===== src/sv/fxpow_pkg.sv =====
`timescale 1ns / 1ps
// Package for the fixed-point integer power block.
// Holds the sequencer state, writeback tags and the fixed port widths. No dependencies.
package fxpow_pkg;

   localparam int FRAC_BITS_W = 5;
   localparam int BASE_W      = 32;
   localparam int EXP_W       = 31;
   localparam int RESULT_W    = 32;
   localparam int REQ_TDATA_W = 64;
   localparam int RSP_TDATA_W = 40;

   typedef enum logic [1:0] {
      ST_IDLE,
      ST_RUN,
      ST_FLUSH,
      ST_DONE
   } state_type;

   // which working register a product returns to
   typedef enum logic {
      TGT_VAL,
      TGT_RES
   } tgt_type;

   typedef struct packed {
      logic    valid;
      tgt_type tgt;
      logic    ovf;
   } wb_type;

endpackage


===== src/sv/fxpow_mul_unit.sv =====
`timescale 1ns / 1ps
// Shared multiply and round unit: one registered WORD_BITS x WORD_BITS product,
// then half-up rounding and a right shift by the working scale. Uses fxpow_pkg.
module fxpow_mul_unit #(
   parameter int WORD_BITS = 32
) (
   input  logic                           clock,
   input  logic                           reset,
   input  logic                           issue_valid,
   input  fxpow_pkg::tgt_type             issue_tgt,
   input  logic [WORD_BITS-1:0]           op_a,
   input  logic [WORD_BITS-1:0]           op_b,
   input  logic [$clog2(WORD_BITS)-1:0]   sc,
   input  logic [WORD_BITS-1:0]           half,
   output fxpow_pkg::wb_type              wb_ctl,
   output logic [WORD_BITS-1:0]           wb_value
);
   import fxpow_pkg::*;

   logic [2*WORD_BITS-1:0] prod_ff, prod_in;
   logic                   pv_ff, pv_in;
   tgt_type                tgt_ff, tgt_in;
   logic [2*WORD_BITS-1:0] rounded;
   logic [2*WORD_BITS-1:0] shifted;

   always_comb begin
      prod_in = op_a * op_b;
      pv_in   = issue_valid;
      tgt_in  = issue_tgt;
   end

   always_ff @(posedge clock) begin
      if (reset) begin
         pv_ff <= 1'b0;
      end else begin
         pv_ff <= pv_in;
      end
      prod_ff <= prod_in;
      tgt_ff  <= tgt_in;
   end

   // product plus half an LSB cannot carry out of 2*WORD_BITS
   always_comb begin
      rounded      = prod_ff + {{WORD_BITS{1'b0}}, half};
      shifted      = rounded >> sc;
      wb_value     = shifted[WORD_BITS-1:0];
      wb_ctl.valid = pv_ff;
      wb_ctl.tgt   = tgt_ff;
      wb_ctl.ovf   = pv_ff & (|shifted[2*WORD_BITS-1:WORD_BITS]);
   end

endmodule


===== src/sv/fixed_point_integer_power.sv =====
`timescale 1ns / 1ps
// Top level of the fixed-point integer power block: sequencer, working registers,
// config register and output register. Uses fxpow_pkg and fxpow_mul_unit.
//
//  port group  dir  contents (low bit first)
//  req_*       in   tdata: base[31:0], exponent[62:32], zero pad
//  rsp_*       out  tdata: result[31:0], overflow[32], zero pad
//  csr_*       in   wr_data: fraction_bits[4:0], written when wr_en
//
// One item runs setup, then for each exponent bit up to its highest set bit (at least one
// bit) a square phase and a multiply phase, then a flush and the output load. The square
// chain through the one multiplier and its round stage paces the loop.
// req_tready is high only while the sequencer is idle; a finished result waits in
// the output register while the next item is accepted. Reset is synchronous and
// restores fraction_bits to 16.
module fixed_point_integer_power #(
   parameter int WORD_BITS = 32
) (
   input  logic                                 clock,
   input  logic                                 reset,
   input  logic                                 req_tvalid,
   output logic                                 req_tready,
   input  logic [fxpow_pkg::REQ_TDATA_W-1:0]    req_tdata,   // base, exponent
   output logic                                 rsp_tvalid,
   input  logic                                 rsp_tready,
   output logic [fxpow_pkg::RSP_TDATA_W-1:0]    rsp_tdata,   // result, overflow
   input  logic                                 csr_wr_en,
   input  logic [fxpow_pkg::FRAC_BITS_W-1:0]    csr_wr_data  // fraction_bits
);
   import fxpow_pkg::*;

   localparam int SC_BITS = $clog2(WORD_BITS);
   localparam logic [SC_BITS-1:0]     SC_MAX   = SC_BITS'(WORD_BITS - 2);
   localparam logic [FRAC_BITS_W-1:0] FRAC_MAX = FRAC_BITS_W'(WORD_BITS - 2);

   state_type               state_ff, state_in;
   logic                    phase_ff, phase_in;
   logic [WORD_BITS-1:0]    r_ff, r_in;
   logic [WORD_BITS-1:0]    val_ff, val_in;
   logic [EXP_W-1:0]        ex_ff, ex_in;
   logic [SC_BITS-1:0]      sc_ff, sc_in;
   logic [WORD_BITS-1:0]    half_ff, half_in;
   logic                    guard_ff, guard_in;
   logic                    ovf_ff, ovf_in;
   logic [FRAC_BITS_W-1:0]  frac_ff;
   logic                    out_valid_ff, out_valid_in;
   logic [RESULT_W-1:0]     out_result_ff, out_result_in;
   logic                    out_ovf_ff, out_ovf_in;

   logic                    issue_valid;
   tgt_type                 issue_tgt;
   logic [WORD_BITS-1:0]    op_a;
   wb_type                  wb_ctl;
   logic [WORD_BITS-1:0]    wb_value;

   logic                    req_fire, rsp_fire, more;
   logic [WORD_BITS-1:0]    base_w;
   logic [SC_BITS-1:0]      sc_base;
   logic                    guard_new;
   logic [SC_BITS-1:0]      sc_new;
   logic [WORD_BITS-1:0]    one_new;

   fxpow_mul_unit #(
      .WORD_BITS (WORD_BITS)
   ) u_mul (
      .clock       (clock),
      .reset       (reset),
      .issue_valid (issue_valid),
      .issue_tgt   (issue_tgt),
      .op_a        (op_a),
      .op_b        (val_ff),
      .sc          (sc_ff),
      .half        (half_ff),
      .wb_ctl      (wb_ctl),
      .wb_value    (wb_value)
   );

   assign req_tready = (state_ff == ST_IDLE);
   assign req_fire   = req_tvalid & req_tready;
   assign rsp_fire   = out_valid_ff & rsp_tready;
   assign rsp_tvalid = out_valid_ff;
   assign rsp_tdata  = {{(RSP_TDATA_W - RESULT_W - 1){1'b0}}, out_ovf_ff, out_result_ff};
   assign more       = |ex_ff[EXP_W-1:1];

   // setup of the working scale, guard bit and 1.0 for a new item
   always_comb begin
      base_w    = req_tdata[WORD_BITS-1:0];
      sc_base   = (frac_ff > FRAC_MAX) ? SC_MAX : frac_ff[SC_BITS-1:0];
      guard_new = ~base_w[WORD_BITS-1] & (sc_base != '0);
      sc_new    = sc_base + SC_BITS'(guard_new);
      one_new   = WORD_BITS'(1) << sc_new;
   end

   always_comb begin
      state_in      = state_ff;
      phase_in      = phase_ff;
      r_in          = r_ff;
      val_in        = val_ff;
      ex_in         = ex_ff;
      sc_in         = sc_ff;
      half_in       = half_ff;
      guard_in      = guard_ff;
      ovf_in        = ovf_ff;
      out_valid_in  = rsp_fire ? 1'b0 : out_valid_ff;
      out_result_in = out_result_ff;
      out_ovf_in    = out_ovf_ff;
      issue_valid   = 1'b0;
      issue_tgt     = TGT_VAL;
      op_a          = val_ff;

      // returning product lands in its working register
      if (wb_ctl.valid) begin
         if (wb_ctl.tgt == TGT_RES) begin
            r_in = wb_value;
         end else begin
            val_in = wb_value;
         end
         ovf_in = ovf_ff | wb_ctl.ovf;
      end

      case (state_ff)
         ST_IDLE: begin
            if (req_fire) begin
               val_in   = guard_new ? {base_w[WORD_BITS-2:0], 1'b0} : base_w;
               ex_in    = req_tdata[BASE_W +: EXP_W];
               sc_in    = sc_new;
               guard_in = guard_new;
               r_in     = one_new;
               half_in  = one_new >> 1;
               ovf_in   = 1'b0;
               phase_in = 1'b0;
               state_in = ST_RUN;
            end
         end
         ST_RUN: begin
            if (!phase_ff) begin
               // square for the next bit; skipped after the highest set bit
               issue_valid = more;
               issue_tgt   = TGT_VAL;
               phase_in    = 1'b1;
            end else begin
               // val_ff still holds this bit's power while the square returns
               issue_valid = ex_ff[0];
               issue_tgt   = TGT_RES;
               op_a        = r_ff;
               ex_in       = ex_ff >> 1;
               phase_in    = 1'b0;
               if (!more) begin
                  state_in = ST_FLUSH;
               end
            end
         end
         ST_FLUSH: begin
            state_in = ST_DONE;
         end
         ST_DONE: begin
            if (!out_valid_ff || rsp_tready) begin
               out_valid_in  = 1'b1;
               out_result_in = RESULT_W'(r_ff >> guard_ff);
               out_ovf_in    = ovf_ff;
               state_in      = ST_IDLE;
            end
         end
         default: begin
            state_in = ST_IDLE;
         end
      endcase
   end

   always_ff @(posedge clock) begin
      if (reset) begin
         state_ff     <= ST_IDLE;
         phase_ff     <= 1'b0;
         out_valid_ff <= 1'b0;
         frac_ff      <= FRAC_BITS_W'(16);
      end else begin
         state_ff     <= state_in;
         phase_ff     <= phase_in;
         out_valid_ff <= out_valid_in;
         if (csr_wr_en) begin
            frac_ff <= csr_wr_data;
         end
      end
      r_ff          <= r_in;
      val_ff        <= val_in;
      ex_ff         <= ex_in;
      sc_ff         <= sc_in;
      half_ff       <= half_in;
      guard_ff      <= guard_in;
      ovf_ff        <= ovf_in;
      out_result_ff <= out_result_in;
      out_ovf_ff    <= out_ovf_in;
   end

endmodule

===== config.mk =====
export PLATFORM = sky130hd
export DESIGN_NAME = fixed_point_integer_power
export DESIGN_NICKNAME = d
export VERILOG_FILES = /design/src/sv/fxpow_pkg.sv /design/src/sv/fxpow_mul_unit.sv /design/src/sv/fixed_point_integer_power.sv
export SDC_FILE = /design/constraint.sdc
export NUM_CORES = 2
export LEC_CHECK = 0
export BUFFER_PORTS_ARGS = -buffer_cell sky130_fd_sc_hd__buf_2
export CORE_AREA = 2 2 291 293
export DETAILED_ROUTE_END_ITERATION = 8
export DIE_AREA = 0 0 293 295
export PLACE_DENSITY = 0.79
export SYNTH_ARGS = -nofsm -noshare
export SYNTH_HDL_FRONTEND = slang
export SYNTH_HIERARCHICAL = 1
export SYNTH_SLANG_ARGS = --single-unit
export TNS_END_PERCENT = 100

===== constraint.sdc =====
create_clock -name clock -period 8.5 [get_ports clock]
set_clock_uncertainty 0.2 [all_clocks]
set_input_delay 0.425 -clock clock [delete_from_list [all_inputs] [get_ports clock]]
set_output_delay 0.425 -clock clock [all_outputs]
set_load 0.02 [all_outputs]

After elaboration in Yosys (flattened, before gate mapping):

Index checks and enable logic that the tools add are counted.

* add/sub/neg operators: 2
* multiply operators: 1
* div/mod/pow operators: 0
* order comparisons: 1
* equal/unequal tests: 7
* shifts and indexed selects: 3
* muxes and demuxes: 31
* bitwise operators: 7
* reductions and logical operators: 13

Operators with widths (number)
* 32-bit two-way mux: 11
* 64-bit by 31-bit adder with 64-bit output: 1
* 32-bit by 32-bit multiplier with 64-bit output: 1
* 64-bit by 5-bit right shift with 64-bit output: 1
* 31-bit two-way mux: 2
* 31-bit case mux with 2 select lines: 1
* 32-bit OR reduction: 1
* 1-bit by 5-bit left shift with 32-bit output (first input constant): 1
* 32-bit by 1-bit right shift with 32-bit output: 1
* 30-bit OR reduction: 1
* 1-bit two-way mux: 10
* 2-bit two-way mux: 4
* 2-bit case mux with 4 select lines: 1
* 2-bit inequality test (second input constant): 3
* 2-bit AND reduction: 3
* 5-bit by 1-bit adder with 5-bit output: 1
* 5-bit > comparator (second input constant): 1
* 5-bit two-way mux: 1
* 5-bit nonzero test: 1
* 1-bit bitwise AND: 4
* 2-bit == test (second input constant): 2
* 4-bit AND reduction: 1
* 3-bit AND reduction: 1
* 2-bit by 1-bit == test with 1-bit output (second input constant): 1
* 9 further kinds: 10

* register bits: 241
* bits in latches: 0
* bits in writable memories: 0
* ROM bits: 0
* output and inout bits: 42
* memories kept: 0

Depth between registers and ports, before layout:

* depth in word-level cells: 8
* gate-level depth with buffers: 37
* mapped depth without buffers: 35

Cells and area by module:

The synthesis kept the hierarchy.

By module, submodules not included
* fxpow_mul_unit: times used 1, cells an instance 4712, area an instance 41204.5 um^2, sequential area each 1321.3 um^2
* fixed_point_integer_power: times used 1, cells an instance 695, area an instance 8330.5 um^2, sequential area each 4514.3 um^2

Worst setup path after synthesis:

OpenSTA, ideal clock, no wires.

* path type: reg2reg
* start point: register state_ff[1]
* end point: register u_mul.prod_ff[61]
* setup time: 72 ps
* arrival: 8765 ps
* path slack: -537 ps
* stages on the path, launching flop included: 34
* clock period less this slack: 9037 ps
* path through: dfxtp_1 -> inv_1 -> ha_1 -> nand2_1 -> buf_1 -> mux2_2 -> clkbuf_1 -> and2_1 -> fa_1 -> inv_1 -> fa_1 -> inv_1 -> fa_1 -> inv_1 -> fa_1 -> inv_1 -> fa_1 -> fa_1 -> fa_1 -> inv_1 -> fa_1 -> inv_1 -> ha_1 -> nand4_1 -> or3_1 -> a31o_2 -> a31oi_1 -> o21ai_0 -> o21ai_0 -> nand4_1 -> nor2b_1 -> or2_2 -> o21ai_0 -> xor2_1

* word-level cells in the longest chain between the ends: 3

Ends and longest elaborated chain
* start: declaration: line fixed_point_integer_power.sv:36 `state_type state_ff, state_in;`
* start signal: assignment: line fixed_point_integer_power.sv:177 `state_ff <= state_in;`
* 2-bit by 1-bit == test with 1-bit output: line fixed_point_integer_power.sv:121 `case (state_ff)`
* 32-bit two-way mux: line fixed_point_integer_power.sv:121
* named net op_a[10]: line fixed_point_integer_power.sv:52 `logic [WORD_BITS-1:0] op_a;`
* 32-bit by 32-bit multiplier with 64-bit output: line fxpow_mul_unit.sv:27 `prod_in = op_a * op_b;`
* named net u_mul.prod_in[61]: line fxpow_mul_unit.sv:20 `logic [2*WORD_BITS-1:0] prod_ff, prod_in;`
* end signal: assignment: line fxpow_mul_unit.sv:38 `prod_ff <= prod_in;`
* end: declaration: line fxpow_mul_unit.sv:20

The timed path passes the listed nets, and every way through them passes these cells.
A chain may end at the register's enable or synchronous reset.

Worst setup path after layout:

* start point: register state_ff[1]
* end point: register u_mul.prod_ff[62]

The elaborated chain is that of the path after synthesis.

==> impl_metrics.tcl <==
set metrics [dict create \
    worst_setup_path_start_kind "register" \
    yosysTopAreaCell "fa_1" \
    initial_core_util_pct 59.6 \
    yosysUniqueCellTypes 99 \
    relSlewSlack_pct 16.3 \
    fin_crit_sh_pct 107 \
    worst_pin_slew_ns 1.22 \
    dp_hpwl_um 120000 \
    setup.worst_path.start "state_ff[1]$_SDFFE_PP0P_" \
    cp.required_ns 8.77 \
    antenna_found_initial 10 \
    setup_ws_ns -0.618 \
    vias_per_cell 5.99 \
    synth_edf_count 101 \
    rr_startpoint "state_ff[1]$_SDFFE_PP0P_" \
    drt_pre_antenna_iters 8 \
    path_clk_slew_ns 0.07 \
    nets 6912 \
    cts_tree "built" \
    yosys_most_used_dff "dfxtp_1" \
    cts-root-buf "clkbuf_16" \
    synth_area_leaders "fa_1 (36%), and2_1 (8.1%), ha_1 (7.6%)" \
    top_usage_layer "met2" \
    synth_top_area_share_pct 36.3 \
    wl_per_cell_um 22.4 \
    ys_seq_elements 241 \
    preCtsSetupSlack_ns -0.828 \
    gr-usage-met2_pct 58.5 \
    cp.arrival_ns 9.38 \
    crit_buf_inv 7 \
    synth_area_per_cell_sq_um 9.16 \
    grt_setup_unrepaired "true" \
    placedInstanceArea_sq_mm 0.0529 \
    max-cap-violations 0 \
    violations "negative setup slack" \
    crit_type "register to register" \
    grt_usage_pct 34.8 \
    place_congestion 1.02 \
    cts_buffers 24 \
    area_growth_syn_to_layout_pct 12.5 \
    dieArea_sq_mm 0.0864 \
    drtAntennaViolNets 0 \
    critPathMaxFanout 7 \
    end_kind "register" \
    clockBufferDepth 3 \
    synth_area_sq_mm 0.0495 \
    gr-usage-met3_pct 4.20 \
    hold_class "primary input to register" \
    fillers 6330 \
    slowest_stage "fa_2" \
    overflow 0 \
    drc 0 \
    first_global_vias 42244 \
    ios 116 \
    clkSinkCount 241 \
    port_buffers 107 \
    die_w_um 293 \
    yosysSeqAreaShare_pct 11.8 \
    design_area_sq_mm 0.0557 \
    grt_pass1_wl_um 232000 \
    clkLatencyLatePin_ns 0.56 \
    yosysWarnings 6 \
    status "finished, violations left" \
    critPathMaxStageDelay_ns 0.60 \
    synth.most_common_cell "inv_1" \
    crit_family "adder cells" \
    hp-start "req_tdata[44]" \
    synthTopCellsByCount "inv_1 (932), fa_1 (897), and2_1 (644), nand2_1 (562), ha_1 (300)" \
    hold_viol 0 \
    drive_above_1_share_pct 15.3 \
    synth_async_sr_flop_share_pct 0 \
    setup_viol 20 \
    drtIter0Drc 3398 \
    max_freq_mhz 110 \
    htreeDepth 1 \
    final_max_slew_viol_count 0 \
    grtUsageMet1_pct 43.7 \
    grt_max_degree 114 \
    syn_inst 5407 \
    coreArea_sq_mm 0.0832 \
    std_cell_rows 106 \
    num_vias 40416 \
    die_h_um 295 \
    wl_um 151000 \
    fin_crit_ns 9.12 \
]
[per-stage QoR]
step	util [%]	hold WS (ns)	TNS (ns)	instances
CTS	66.3	0.00000938	-5.05	6715
global placement	63.7	0.224	-7.35	6593
floorplan	-	0.209	0	5414
finish	67.0	0.0143	-6.70	6743
global route	67.0	0.00246	-11.24	6741
detailed placement	63.7	0.254	-9.46	6593
[repair_timing]
| item | 4_1_cts | 5_1_grt |
|---|---|---|
| endpoints found under the hold margin | 55 | 0 |
| resized for setup | 103 | 96 |
| hold buffers | 58 | 0 |
| pin swaps | 90 | 73 |
| setup endpoints to repair | 27 | 30 |
| gates cloned | 2 | 5 |
| setup buffers | 20 | 24 |
[sequential cells by signal, indices dropped and copies added, names as in the netlist, 2 cells and up]
signal         cells
u_mul/prod_ff     64
out_result_ff     32
r_ff              32
val_ff            32
ex_ff             31
half_ff           31
frac_ff            5
sc_ff              5
state_ff           2
[per-layer routing]
metal	vias to the layer above	routed length, um
li1	17512	-
met1	20333	56400
met2	2018	71500
met3	547	11800
met4	6	11100
met5	-	41
[placed cells by master (no fill, tap or decap), types with 19 or more instances in the layout]
| cell | count |
|---|---|
| buf_4 | 317 |
| dfxtp_1 | 138 |
| nand2_1 | 559 |
| o21a_1 | 20 |
| a21o_1 | 62 |
| a22oi_1 | 32 |
| xnor2_1 | 78 |
| mux2i_1 | 114 |
| dlygate4sd3_1 | 58 |
| ha_1 | 285 |
| and3_1 | 31 |
| buf_12 | 21 |
| mux2_2 | 122 |
| o21ai_0 | 78 |
| mux2_4 | 20 |
| nor4_1 | 25 |
| nor3_1 | 30 |
| nand4_1 | 28 |
| clkbuf_16 | 31 |
| a211oi_1 | 40 |
| nand3_1 | 45 |
| fa_1 | 873 |
| inv_2 | 24 |
| xor2_1 | 31 |
| o31ai_1 | 38 |
| o211ai_1 | 19 |
| buf_6 | 21 |
| nand2b_1 | 56 |
| edfxtp_1 | 101 |
| a21oi_1 | 166 |
| inv_1 | 908 |
| buf_2 | 107 |
| nor2_1 | 153 |
| and2_1 | 630 |
| fa_2 | 24 |
[worst paths after layout]
path | to | slack, ns | cells past startpoint
hold reg to reg | out_ovf_ff$_DFFE_PP_ | 0.27 | 0
setup reg to reg | u_mul/prod_ff[62]$_DFF_P_ | -0.62 | 33
hold / removal | ex_ff[12]$_DFFE_PP_ | 0.01 | 2
setup / recovery | u_mul/prod_ff[62]$_DFF_P_ | -0.62 | 33
[cell families (layout without fill, tap and decap cells)]
kind of cell | Yosys count | after routing | synth area share, %
AND/OR/NAND/NOR | 1681 | 1681 | 17.7
buffers and inverters | 1268 | 1511 | 9.81
adder cells (fa/ha/maj) | 1197 | 1197 | 43.8
AO/OA/AOI/OAI | 633 | 633 | 8.63
multiplexers | 267 | 269 | 6.08
flip-flops | 241 | 241 | 11.8
XOR/XNOR | 119 | 119 | 2.14
other | 1 | 12 | 0.00757
[cell type report]
cell class	instances	area, sq um	share of cell area (%)
Multi-Input combinational cell	3907	39700	71.3
Clock buffer	31	742	1.33
Antenna cell	4	10.0	0.0180
Clock inverter	13	201	0.362
Timing Repair Buffer	532	4330	7.78
Sequential cell	241	5840	10.5
Tap cell	1080	1350	2.43
Inverter	935	3510	6.30
[worst register-to-register path: cells and delay by family, from the launching register on]
kind | cells | cell delay, ns
adder cells (fa/ha/maj) | 10 | 4.45
AO/OA/AOI/OAI | 10 | 2.06
buffers and inverters | 7 | 0.95
AND/OR/NAND/NOR | 4 | 0.61
multiplexers | 1 | 0.33
flip-flops | 1 | 0.32
XOR/XNOR | 1 | 0.13
Power is left out: the tool's default activity adds up to more than one toggle a clock period on the data nets, which glitch-free logic cannot reach.
